File: src/sv/dlr_pkg.sv
`timescale 1ns / 1ps
`default_nettype none

package dlr_pkg;

  // coordinate and fixed-point widths
  localparam int COORD_BITS = 11;
  localparam int FRAC_BITS  = 16;
  localparam int POS_BITS   = COORD_BITS + FRAC_BITS + 1;
  localparam int INC_BITS   = FRAC_BITS + 2;
  localparam int CNT_BITS   = COORD_BITS + 1;

  // divider: numerator is |d| * 2^FRAC_BITS + steps / 2, quotient at most 2^FRAC_BITS
  localparam int NUM_BITS   = COORD_BITS + FRAC_BITS;
  localparam int DIV_STEPS  = FRAC_BITS + 1;
  localparam int DIV_CNT_W  = $clog2(DIV_STEPS);
  localparam logic [DIV_CNT_W-1:0] DIV_LAST = DIV_CNT_W'(DIV_STEPS - 1);

  // one half in position format, for round half up
  localparam logic [POS_BITS-1:0] POS_HALF = POS_BITS'(1) << (FRAC_BITS - 1);

  // operation codes
  localparam logic OP_LOAD = 1'b0;
  localparam logic OP_STEP = 1'b1;

  // controller to datapath commands
  typedef struct packed {
    logic load;
    logic step;
    logic div_run;
    logic div_finish;
  } dlr_cmd_t;

  // datapath to controller status
  typedef struct packed {
    logic steps_zero;
    logic line_done;
    logic skid_full;
  } dlr_stat_t;

endpackage

`default_nettype wire

File: src/sv/dlr_datapath.sv
`timescale 1ns / 1ps
`default_nettype none

module dlr_datapath import dlr_pkg::*; (
  input  logic                         clk,
  input  logic                         rst_n,
  input  dlr_cmd_t                     cmd,
  output dlr_stat_t                    stat,
  input  logic signed [COORD_BITS-1:0] in_start_x,
  input  logic signed [COORD_BITS-1:0] in_start_y,
  input  logic signed [COORD_BITS-1:0] in_end_x,
  input  logic signed [COORD_BITS-1:0] in_end_y,
  output logic                         out_valid,
  input  logic                         out_stall,
  output logic signed [COORD_BITS-1:0] out_pixel_x,
  output logic signed [COORD_BITS-1:0] out_pixel_y,
  output logic                         out_last_pixel
);

  // endpoint deltas, magnitudes and step count
  logic signed [COORD_BITS:0]   dx, dy, dx_neg, dy_neg;
  logic [COORD_BITS-1:0]        ax, ay, steps;
  logic [NUM_BITS-1:0]          num_x, num_y;

  always_comb begin
    dx     = {in_end_x[COORD_BITS-1], in_end_x} - {in_start_x[COORD_BITS-1], in_start_x};
    dy     = {in_end_y[COORD_BITS-1], in_end_y} - {in_start_y[COORD_BITS-1], in_start_y};
    dx_neg = -dx;
    dy_neg = -dy;
    ax     = dx[COORD_BITS] ? dx_neg[COORD_BITS-1:0] : dx[COORD_BITS-1:0];
    ay     = dy[COORD_BITS] ? dy_neg[COORD_BITS-1:0] : dy[COORD_BITS-1:0];
    steps  = (ax >= ay) ? ax : ay;
    num_x  = {ax, {FRAC_BITS{1'b0}}} + NUM_BITS'(steps >> 1);
    num_y  = {ay, {FRAC_BITS{1'b0}}} + NUM_BITS'(steps >> 1);
  end

  // restoring divider, two lanes sharing the divisor
  logic [COORD_BITS-1:0] div_r;
  logic [COORD_BITS-1:0] rem_x_r, rem_y_r, rem_x_nxt, rem_y_nxt;
  logic [DIV_STEPS-1:0]  quo_x_r, quo_y_r, quo_x_nxt, quo_y_nxt;
  logic                  neg_x_r, neg_y_r;
  logic [COORD_BITS:0]   trial_x, trial_y, diff_x, diff_y;
  logic                  ge_x, ge_y;
  logic [INC_BITS-1:0]   q_x, q_y, inc_x, inc_y;

  always_comb begin
    trial_x   = {rem_x_r, quo_x_r[DIV_STEPS-1]};
    trial_y   = {rem_y_r, quo_y_r[DIV_STEPS-1]};
    diff_x    = trial_x - {1'b0, div_r};
    diff_y    = trial_y - {1'b0, div_r};
    ge_x      = trial_x >= {1'b0, div_r};
    ge_y      = trial_y >= {1'b0, div_r};
    rem_x_nxt = ge_x ? diff_x[COORD_BITS-1:0] : trial_x[COORD_BITS-1:0];
    rem_y_nxt = ge_y ? diff_y[COORD_BITS-1:0] : trial_y[COORD_BITS-1:0];
    quo_x_nxt = {quo_x_r[DIV_STEPS-2:0], ge_x};
    quo_y_nxt = {quo_y_r[DIV_STEPS-2:0], ge_y};
    q_x       = {1'b0, quo_x_nxt};
    q_y       = {1'b0, quo_y_nxt};
    inc_x     = neg_x_r ? -q_x : q_x;
    inc_y     = neg_y_r ? -q_y : q_y;
  end

  always_ff @(posedge clk) begin
    if (cmd.load) begin
      div_r   <= steps;
      rem_x_r <= {1'b0, num_x[NUM_BITS-1:DIV_STEPS]};
      rem_y_r <= {1'b0, num_y[NUM_BITS-1:DIV_STEPS]};
      quo_x_r <= num_x[DIV_STEPS-1:0];
      quo_y_r <= num_y[DIV_STEPS-1:0];
      neg_x_r <= dx[COORD_BITS];
      neg_y_r <= dy[COORD_BITS];
    end else if (cmd.div_run) begin
      rem_x_r <= rem_x_nxt;
      rem_y_r <= rem_y_nxt;
      quo_x_r <= quo_x_nxt;
      quo_y_r <= quo_y_nxt;
    end
  end

  // line state: position, increments, pixels still to emit
  logic [POS_BITS-1:0] pos_x_r, pos_y_r;
  logic [INC_BITS-1:0] step_x_r, step_y_r;
  logic [CNT_BITS-1:0] left_r;

  always_ff @(posedge clk) begin
    if (!rst_n) begin
      pos_x_r  <= '0;
      pos_y_r  <= '0;
      step_x_r <= '0;
      step_y_r <= '0;
      left_r   <= '0;
    end else if (cmd.load) begin
      pos_x_r  <= {in_start_x[COORD_BITS-1], in_start_x, {FRAC_BITS{1'b0}}};
      pos_y_r  <= {in_start_y[COORD_BITS-1], in_start_y, {FRAC_BITS{1'b0}}};
      step_x_r <= '0;
      step_y_r <= '0;
      left_r   <= {1'b0, steps};
    end else if (cmd.div_finish) begin
      step_x_r <= inc_x;
      step_y_r <= inc_y;
    end else if (cmd.step) begin
      pos_x_r  <= pos_x_r + {{(POS_BITS-INC_BITS){step_x_r[INC_BITS-1]}}, step_x_r};
      pos_y_r  <= pos_y_r + {{(POS_BITS-INC_BITS){step_y_r[INC_BITS-1]}}, step_y_r};
      left_r   <= left_r - CNT_BITS'(1);
    end
  end

  // current pixel, rounded half up
  logic [POS_BITS-1:0]   sum_x, sum_y;
  logic [COORD_BITS-1:0] pix_x, pix_y;
  logic                  pix_last;

  always_comb begin
    sum_x    = pos_x_r + POS_HALF;
    sum_y    = pos_y_r + POS_HALF;
    pix_x    = sum_x[FRAC_BITS+COORD_BITS-1:FRAC_BITS];
    pix_y    = sum_y[FRAC_BITS+COORD_BITS-1:FRAC_BITS];
    pix_last = (left_r == CNT_BITS'(1));
  end

  // output register plus skid word
  logic                  out_valid_r, skid_valid_r;
  logic [COORD_BITS-1:0] out_x_r, out_y_r, skid_x_r, skid_y_r;
  logic                  out_last_r, skid_last_r;
  logic                  out_take;

  assign out_take = out_valid_r && !out_stall;

  always_ff @(posedge clk) begin
    if (!rst_n) begin
      out_valid_r  <= 1'b0;
      skid_valid_r <= 1'b0;
    end else if (cmd.step) begin
      if (out_valid_r && !out_take) begin
        skid_valid_r <= 1'b1;
      end else begin
        out_valid_r <= 1'b1;
      end
    end else if (out_take) begin
      out_valid_r  <= skid_valid_r;
      skid_valid_r <= 1'b0;
    end
  end

  always_ff @(posedge clk) begin
    if (cmd.step) begin
      if (out_valid_r && !out_take) begin
        skid_x_r    <= pix_x;
        skid_y_r    <= pix_y;
        skid_last_r <= pix_last;
      end else begin
        out_x_r    <= pix_x;
        out_y_r    <= pix_y;
        out_last_r <= pix_last;
      end
    end else if (out_take && skid_valid_r) begin
      out_x_r    <= skid_x_r;
      out_y_r    <= skid_y_r;
      out_last_r <= skid_last_r;
    end
  end

  assign out_valid      = out_valid_r;
  assign out_pixel_x    = $signed(out_x_r);
  assign out_pixel_y    = $signed(out_y_r);
  assign out_last_pixel = out_last_r;

  // status back to the controller
  assign stat.steps_zero = (steps == '0);
  assign stat.line_done  = (left_r == '0);
  assign stat.skid_full  = skid_valid_r;

endmodule

`default_nettype wire

File: src/sv/dlr_controller.sv
`timescale 1ns / 1ps
`default_nettype none

module dlr_controller import dlr_pkg::*; (
  input  logic      clk,
  input  logic      rst_n,
  input  logic      in_valid,
  output logic      in_stall,
  input  logic      in_operation,
  input  dlr_stat_t stat,
  output dlr_cmd_t  cmd
);

  typedef enum logic [1:0] {
    ST_IDLE   = 2'b01,
    ST_DIVIDE = 2'b10
  } dlr_state_t;

  dlr_state_t            state_r, state_nxt;
  logic [DIV_CNT_W-1:0]  cnt_r, cnt_nxt;
  logic                  accept;

  // input handshake
  assign in_stall = (state_r != ST_IDLE) || stat.skid_full;
  assign accept   = in_valid && !in_stall;

  // commands
  always_comb begin
    cmd.load       = accept && (in_operation == OP_LOAD);
    cmd.step       = accept && (in_operation == OP_STEP) && !stat.line_done;
    cmd.div_run    = (state_r == ST_DIVIDE);
    cmd.div_finish = (state_r == ST_DIVIDE) && (cnt_r == DIV_LAST);
  end

  // next state
  always_comb begin
    state_nxt = state_r;
    cnt_nxt   = cnt_r;
    case (state_r)
      ST_IDLE: begin
        if (cmd.load && !stat.steps_zero) begin
          state_nxt = ST_DIVIDE;
          cnt_nxt   = '0;
        end
      end
      ST_DIVIDE: begin
        cnt_nxt = cnt_r + DIV_CNT_W'(1);
        if (cnt_r == DIV_LAST) begin
          state_nxt = ST_IDLE;
        end
      end
      default: begin
        state_nxt = ST_IDLE;
        cnt_nxt   = '0;
      end
    endcase
  end

  always_ff @(posedge clk) begin
    if (!rst_n) begin
      state_r <= ST_IDLE;
      cnt_r   <= '0;
    end else begin
      state_r <= state_nxt;
      cnt_r   <= cnt_nxt;
    end
  end

endmodule

`default_nettype wire

File: src/sv/dda_line_rasterizer_core.sv
// channel   direction  words                                      handshake
// in_       input      operation, start_x, start_y, end_x, end_y  in_valid / in_stall
// out_      output     pixel_x, pixel_y, last_pixel               out_valid / out_stall
//
// a step word's pixel is registered on out_, or in the skid word if out_ is stalled
// a load word starts the shared restoring divider that forms both increments;
// in_stall is high while it runs
// a zero-length line skips the divider, so its load does not raise in_stall
// output register plus one skid word: one step still gets in while a pixel waits
// rst_n is synchronous, active low; it clears the line and any pending pixels
`timescale 1ns / 1ps
`default_nettype none

module dda_line_rasterizer_core import dlr_pkg::*; (
  input  logic                         clk,
  input  logic                         rst_n,
  input  logic                         in_valid,
  output logic                         in_stall,
  input  logic                         in_operation,
  input  logic signed [COORD_BITS-1:0] in_start_x,
  input  logic signed [COORD_BITS-1:0] in_start_y,
  input  logic signed [COORD_BITS-1:0] in_end_x,
  input  logic signed [COORD_BITS-1:0] in_end_y,
  output logic                         out_valid,
  input  logic                         out_stall,
  output logic signed [COORD_BITS-1:0] out_pixel_x,
  output logic signed [COORD_BITS-1:0] out_pixel_y,
  output logic                         out_last_pixel
);

  dlr_cmd_t  cmd;
  dlr_stat_t stat;

  // sequencing
  dlr_controller u_ctrl (
    .clk          (clk),
    .rst_n        (rst_n),
    .in_valid     (in_valid),
    .in_stall     (in_stall),
    .in_operation (in_operation),
    .stat         (stat),
    .cmd          (cmd)
  );

  // arithmetic and output staging
  dlr_datapath u_dp (
    .clk            (clk),
    .rst_n          (rst_n),
    .cmd            (cmd),
    .stat           (stat),
    .in_start_x     (in_start_x),
    .in_start_y     (in_start_y),
    .in_end_x       (in_end_x),
    .in_end_y       (in_end_y),
    .out_valid      (out_valid),
    .out_stall      (out_stall),
    .out_pixel_x    (out_pixel_x),
    .out_pixel_y    (out_pixel_y),
    .out_last_pixel (out_last_pixel)
  );

endmodule

`default_nettype wire

File: config.mk
export PLATFORM = sky130hd
export DESIGN_NAME = dda_line_rasterizer_core
export DESIGN_NICKNAME = d
export VERILOG_FILES = /design/src/sv/dlr_pkg.sv /design/src/sv/dlr_datapath.sv /design/src/sv/dlr_controller.sv /design/src/sv/dda_line_rasterizer_core.sv
export SDC_FILE = /design/constraint.sdc
export NUM_CORES = 1
export LEC_CHECK = 0
export BUFFER_PORTS_ARGS = -buffer_cell sky130_fd_sc_hd__buf_2
export CORE_MARGIN = 5
export CORE_UTILIZATION = 40
export CTS_CLUSTER_DIAMETER = 60
export DETAILED_ROUTE_END_ITERATION = 16
export PLACE_DENSITY = 0.55
export SLEW_MARGIN = 5
export SYNTH_ARGS = -nofsm -noshare
export SYNTH_HDL_FRONTEND = slang
export SYNTH_SLANG_ARGS = --single-unit
File: constraint.sdc
create_clock -name clk -period 8.9 [get_ports clk]
set_input_delay 2.225 -clock clk [delete_from_list [all_inputs] [get_ports clk]]
set_output_delay 2.225 -clock clk [all_outputs]
set_load 0.01 [all_outputs]
==> run metrics <==
CP startpoint kind=input port; mux cell area share after synthesis=0.0101; Yosys warning total=0; top cell type by total area after synthesis=edfxtp_1; final worst path period share=0.766; Root Buffer=clkbuf_16; Synth top area share=0.220; I/O pin cnt=between 70 and 80; number of DRC markers in iteration 0=980; Worst Skew=15.4 ps; clock-pin slew on the worst setup and hold paths=60 ps; setup ws final=2080 ps; layout cells sized above 1=0.102; Max Cap Violations=0; commonest cells in the netlist=nand2_1 (198), nor2_1 (193), a21oi_1 (148); hpwl dp=31,400 µm; Synth async-reset ratio=0; required time of the worst setup path=9230 ps; RSZ-0062 raised after global routing=false; vias in the first global route=12,200; buffers added on ports=73; XOR/XNOR Fraction of Synth Area=0.0681; first-pass GRT wire length=66,900 µm; WL/cell=17.9 µm; Hold WC Path Type=flop to flop; post-CTS setup buffer count=0; worst vdd ir=about 0.00018 V; GPL Wtd Cong=0.889; Remaining DRCs=0; Total Routing Usage GR=0.196; fmax=approximately 150 MHz; Fillers=approximately 3,800; complex-gate fraction of the synthesized area=0.211; Core Area=38,400 µm²; Cell Pwr Density=~220 nW/µm²; crit-path max FO=18; slew of the pin with the lowest slew margin=1150 ps; register area share after synthesis=0.367; Crit Path Class=input port to flop; TritonCTS buffer count=31; largest net degree at the start of global routing=67; largest family of logic cells by synthesized area=compound AO/OA/AOI/OAI gates; area growth from synthesis to layout=12.3%; Layout Utilization=0.451; CTS hold repair buffers=0; CP Launch Point=in_start_y[0]; Syn Area/Cell=8.55 µm²; synth unique cells=81; Die ar.=42,600 µm²; Final Setup Violations=0; Critical Path End Type=flop; number of synthesized flops with an enable pin=113; CTS tree=done; min-delay src=u_dp.pos_x_r[7]; fin cells=2,394; top-count cell post-synth=nand2_1; Cell Rows=between 70 and 80; FF+latch count, synth=226; Top FF cell, synth=edfxtp_1; initial core utilization=0.402; Die Height=206 µm; min Tclk post-route=6820 ps; adder-cell share of the synthesized area=0.104; Final Hold Viols=0; synth top area cells=edfxtp_1 (22%), dfxtp_1 (15%), ha_1 (9.6%); Worst-Skew Late Latency=~590 ps; Reg-to-Reg Start=u_dp.div_r[2]; status=complete, no violations; die width=206 µm; H-tree Lvls=1; Crit path arrival time=7150 ps; Post-CTS Resized=0; routed vias/inst=5.49; initial antenna violation count=1; Net count, final=2,023; Placed Cells=2,335; Remaining Overflow, GRT=0; synthesized area=15,400 µm²; post-synthesis simple-gate area fraction=0.198; Final Routed Wirelength=43,000 µm; DRT Pass-1 Iters=5; headroom to the max-slew limit=0.231; synthesized instance count=1,803; ANT nets after route=0; syn_nets=just under 2,000; total power draw=about 3.7 mW; clk sink count=226; Vias=~13,000; post-route setup TNS=0 ps; pre-CTS WS=around 1500 ps; Slew Limit Fails=0; CTS Buffer Depth=3; Static Leakage=7.21 nW
[stage by stage]
stage               hold WS, ps  area (µm²)
floorplan                   431       15400
CTS                         458       17300
detailed placement          449       16300
global placement            442       16300
finish                      457       17300
global route                480       17300
[state kept, by name (all words and copies together) (netlist names), 2 cells and up]
name and count:
u_ctrl.cnt_r 5, u_ctrl.state_r 2, u_dp.div_r 11, u_dp.left_r 12
u_dp.out_pixel_x 11, u_dp.out_pixel_y 11, u_dp.pos_x_r 27, u_dp.pos_y_r 27
u_dp.quo_x_r 17, u_dp.quo_y_r 17, u_dp.rem_x_r 11, u_dp.rem_y_r 11
u_dp.skid_x_r 11, u_dp.skid_y_r 11, u_dp.step_x_r 18, u_dp.step_y_r 18
[path summary, 6_finish.rpt]
path                            cells past startpoint  slack [ps]                 to
worst max-delay path                               19        2080    u_dp.quo_y_r[9]
worst min-delay path                                2         460    u_dp.pos_x_r[7]
worst max register to register                     19        3970  u_dp.step_x_r[14]
worst min register to register                      2         460    u_dp.pos_x_r[7]
[power by group]
part | total, mW | internal (mW) | switching (mW)
sequential | 1.30 | 1.23 | 0.0745
combinational | 1.17 | 0.412 | 0.761
clock | 1.26 | 0.724 | 0.537
[per-layer routing]
layer	GRT usage	vias to the layer above	routed length, µm
met3	0.0254	77	1980
met1	0.282	6202	20700
met5	0	-	0
met2	0.306	265	19000
met4	0.0582	0	1320
li1	-	6601	-
[placed cells by master (no fill, tap or decap), types with 18 or more instances in the layout]
cell type / count
ha_1: 118
clkbuf_16: 31
buf_2: 73
a211oi_1: 44
edfxtp_1: 113
xor2_1: 50
o21ai_0: 82
a22oi_1: 22
nor2b_1: 27
a21oi_1: 147
nand2_1: 196
and2_1: 24
nand2b_1: 18
a31oi_1: 21
nor2_1: 193
dfxtp_1: 113
xnor2_1: 68
o31ai_1: 21
nor3_1: 47
inv_1: 96
nand3_1: 52
a21o_1: 44
[cell type report]
type,instances,area (µm²),share of cell area
timing repair buffer,85,455,0.0263
clock buffer,33,793,0.0458
multi-input combinational,1406,9130,0.527
clock inverter,25,253,0.0146
sequential,226,5660,0.327
inverter,100,375,0.0217
antenna,1,2.50,0.000145
tap,518,648,0.0374
[cells by family (layout without fill, tap and decap cells)]
group,count (synthesis),after routing
and+or+nand+nor,654,654
AOI/OAI and AO/OA,494,494
DFF,226,226
buffers and inverters,171,243
adders and majority gates,124,124
xor gates and xnor gates,119,119
muxes,15,15
other,0,1
[worst max-delay path, stage by stage]
cell      delay [ps]
buf_2            150
ha_1             230
fa_1             440
nand2b_1         210
a21oi_1          250
xor2_1           140
nor4_1           310
o211ai_1         280
o31ai_1          300
nor2_1            80
xnor2_1          340
inv_1            130
ha_1             220
a211o_1          290
o31ai_2          610
buf_4            340
mux2_2           370
nand2_1          130
nand2_1           90
Note: power is estimated with default switching activity, not from simulation.
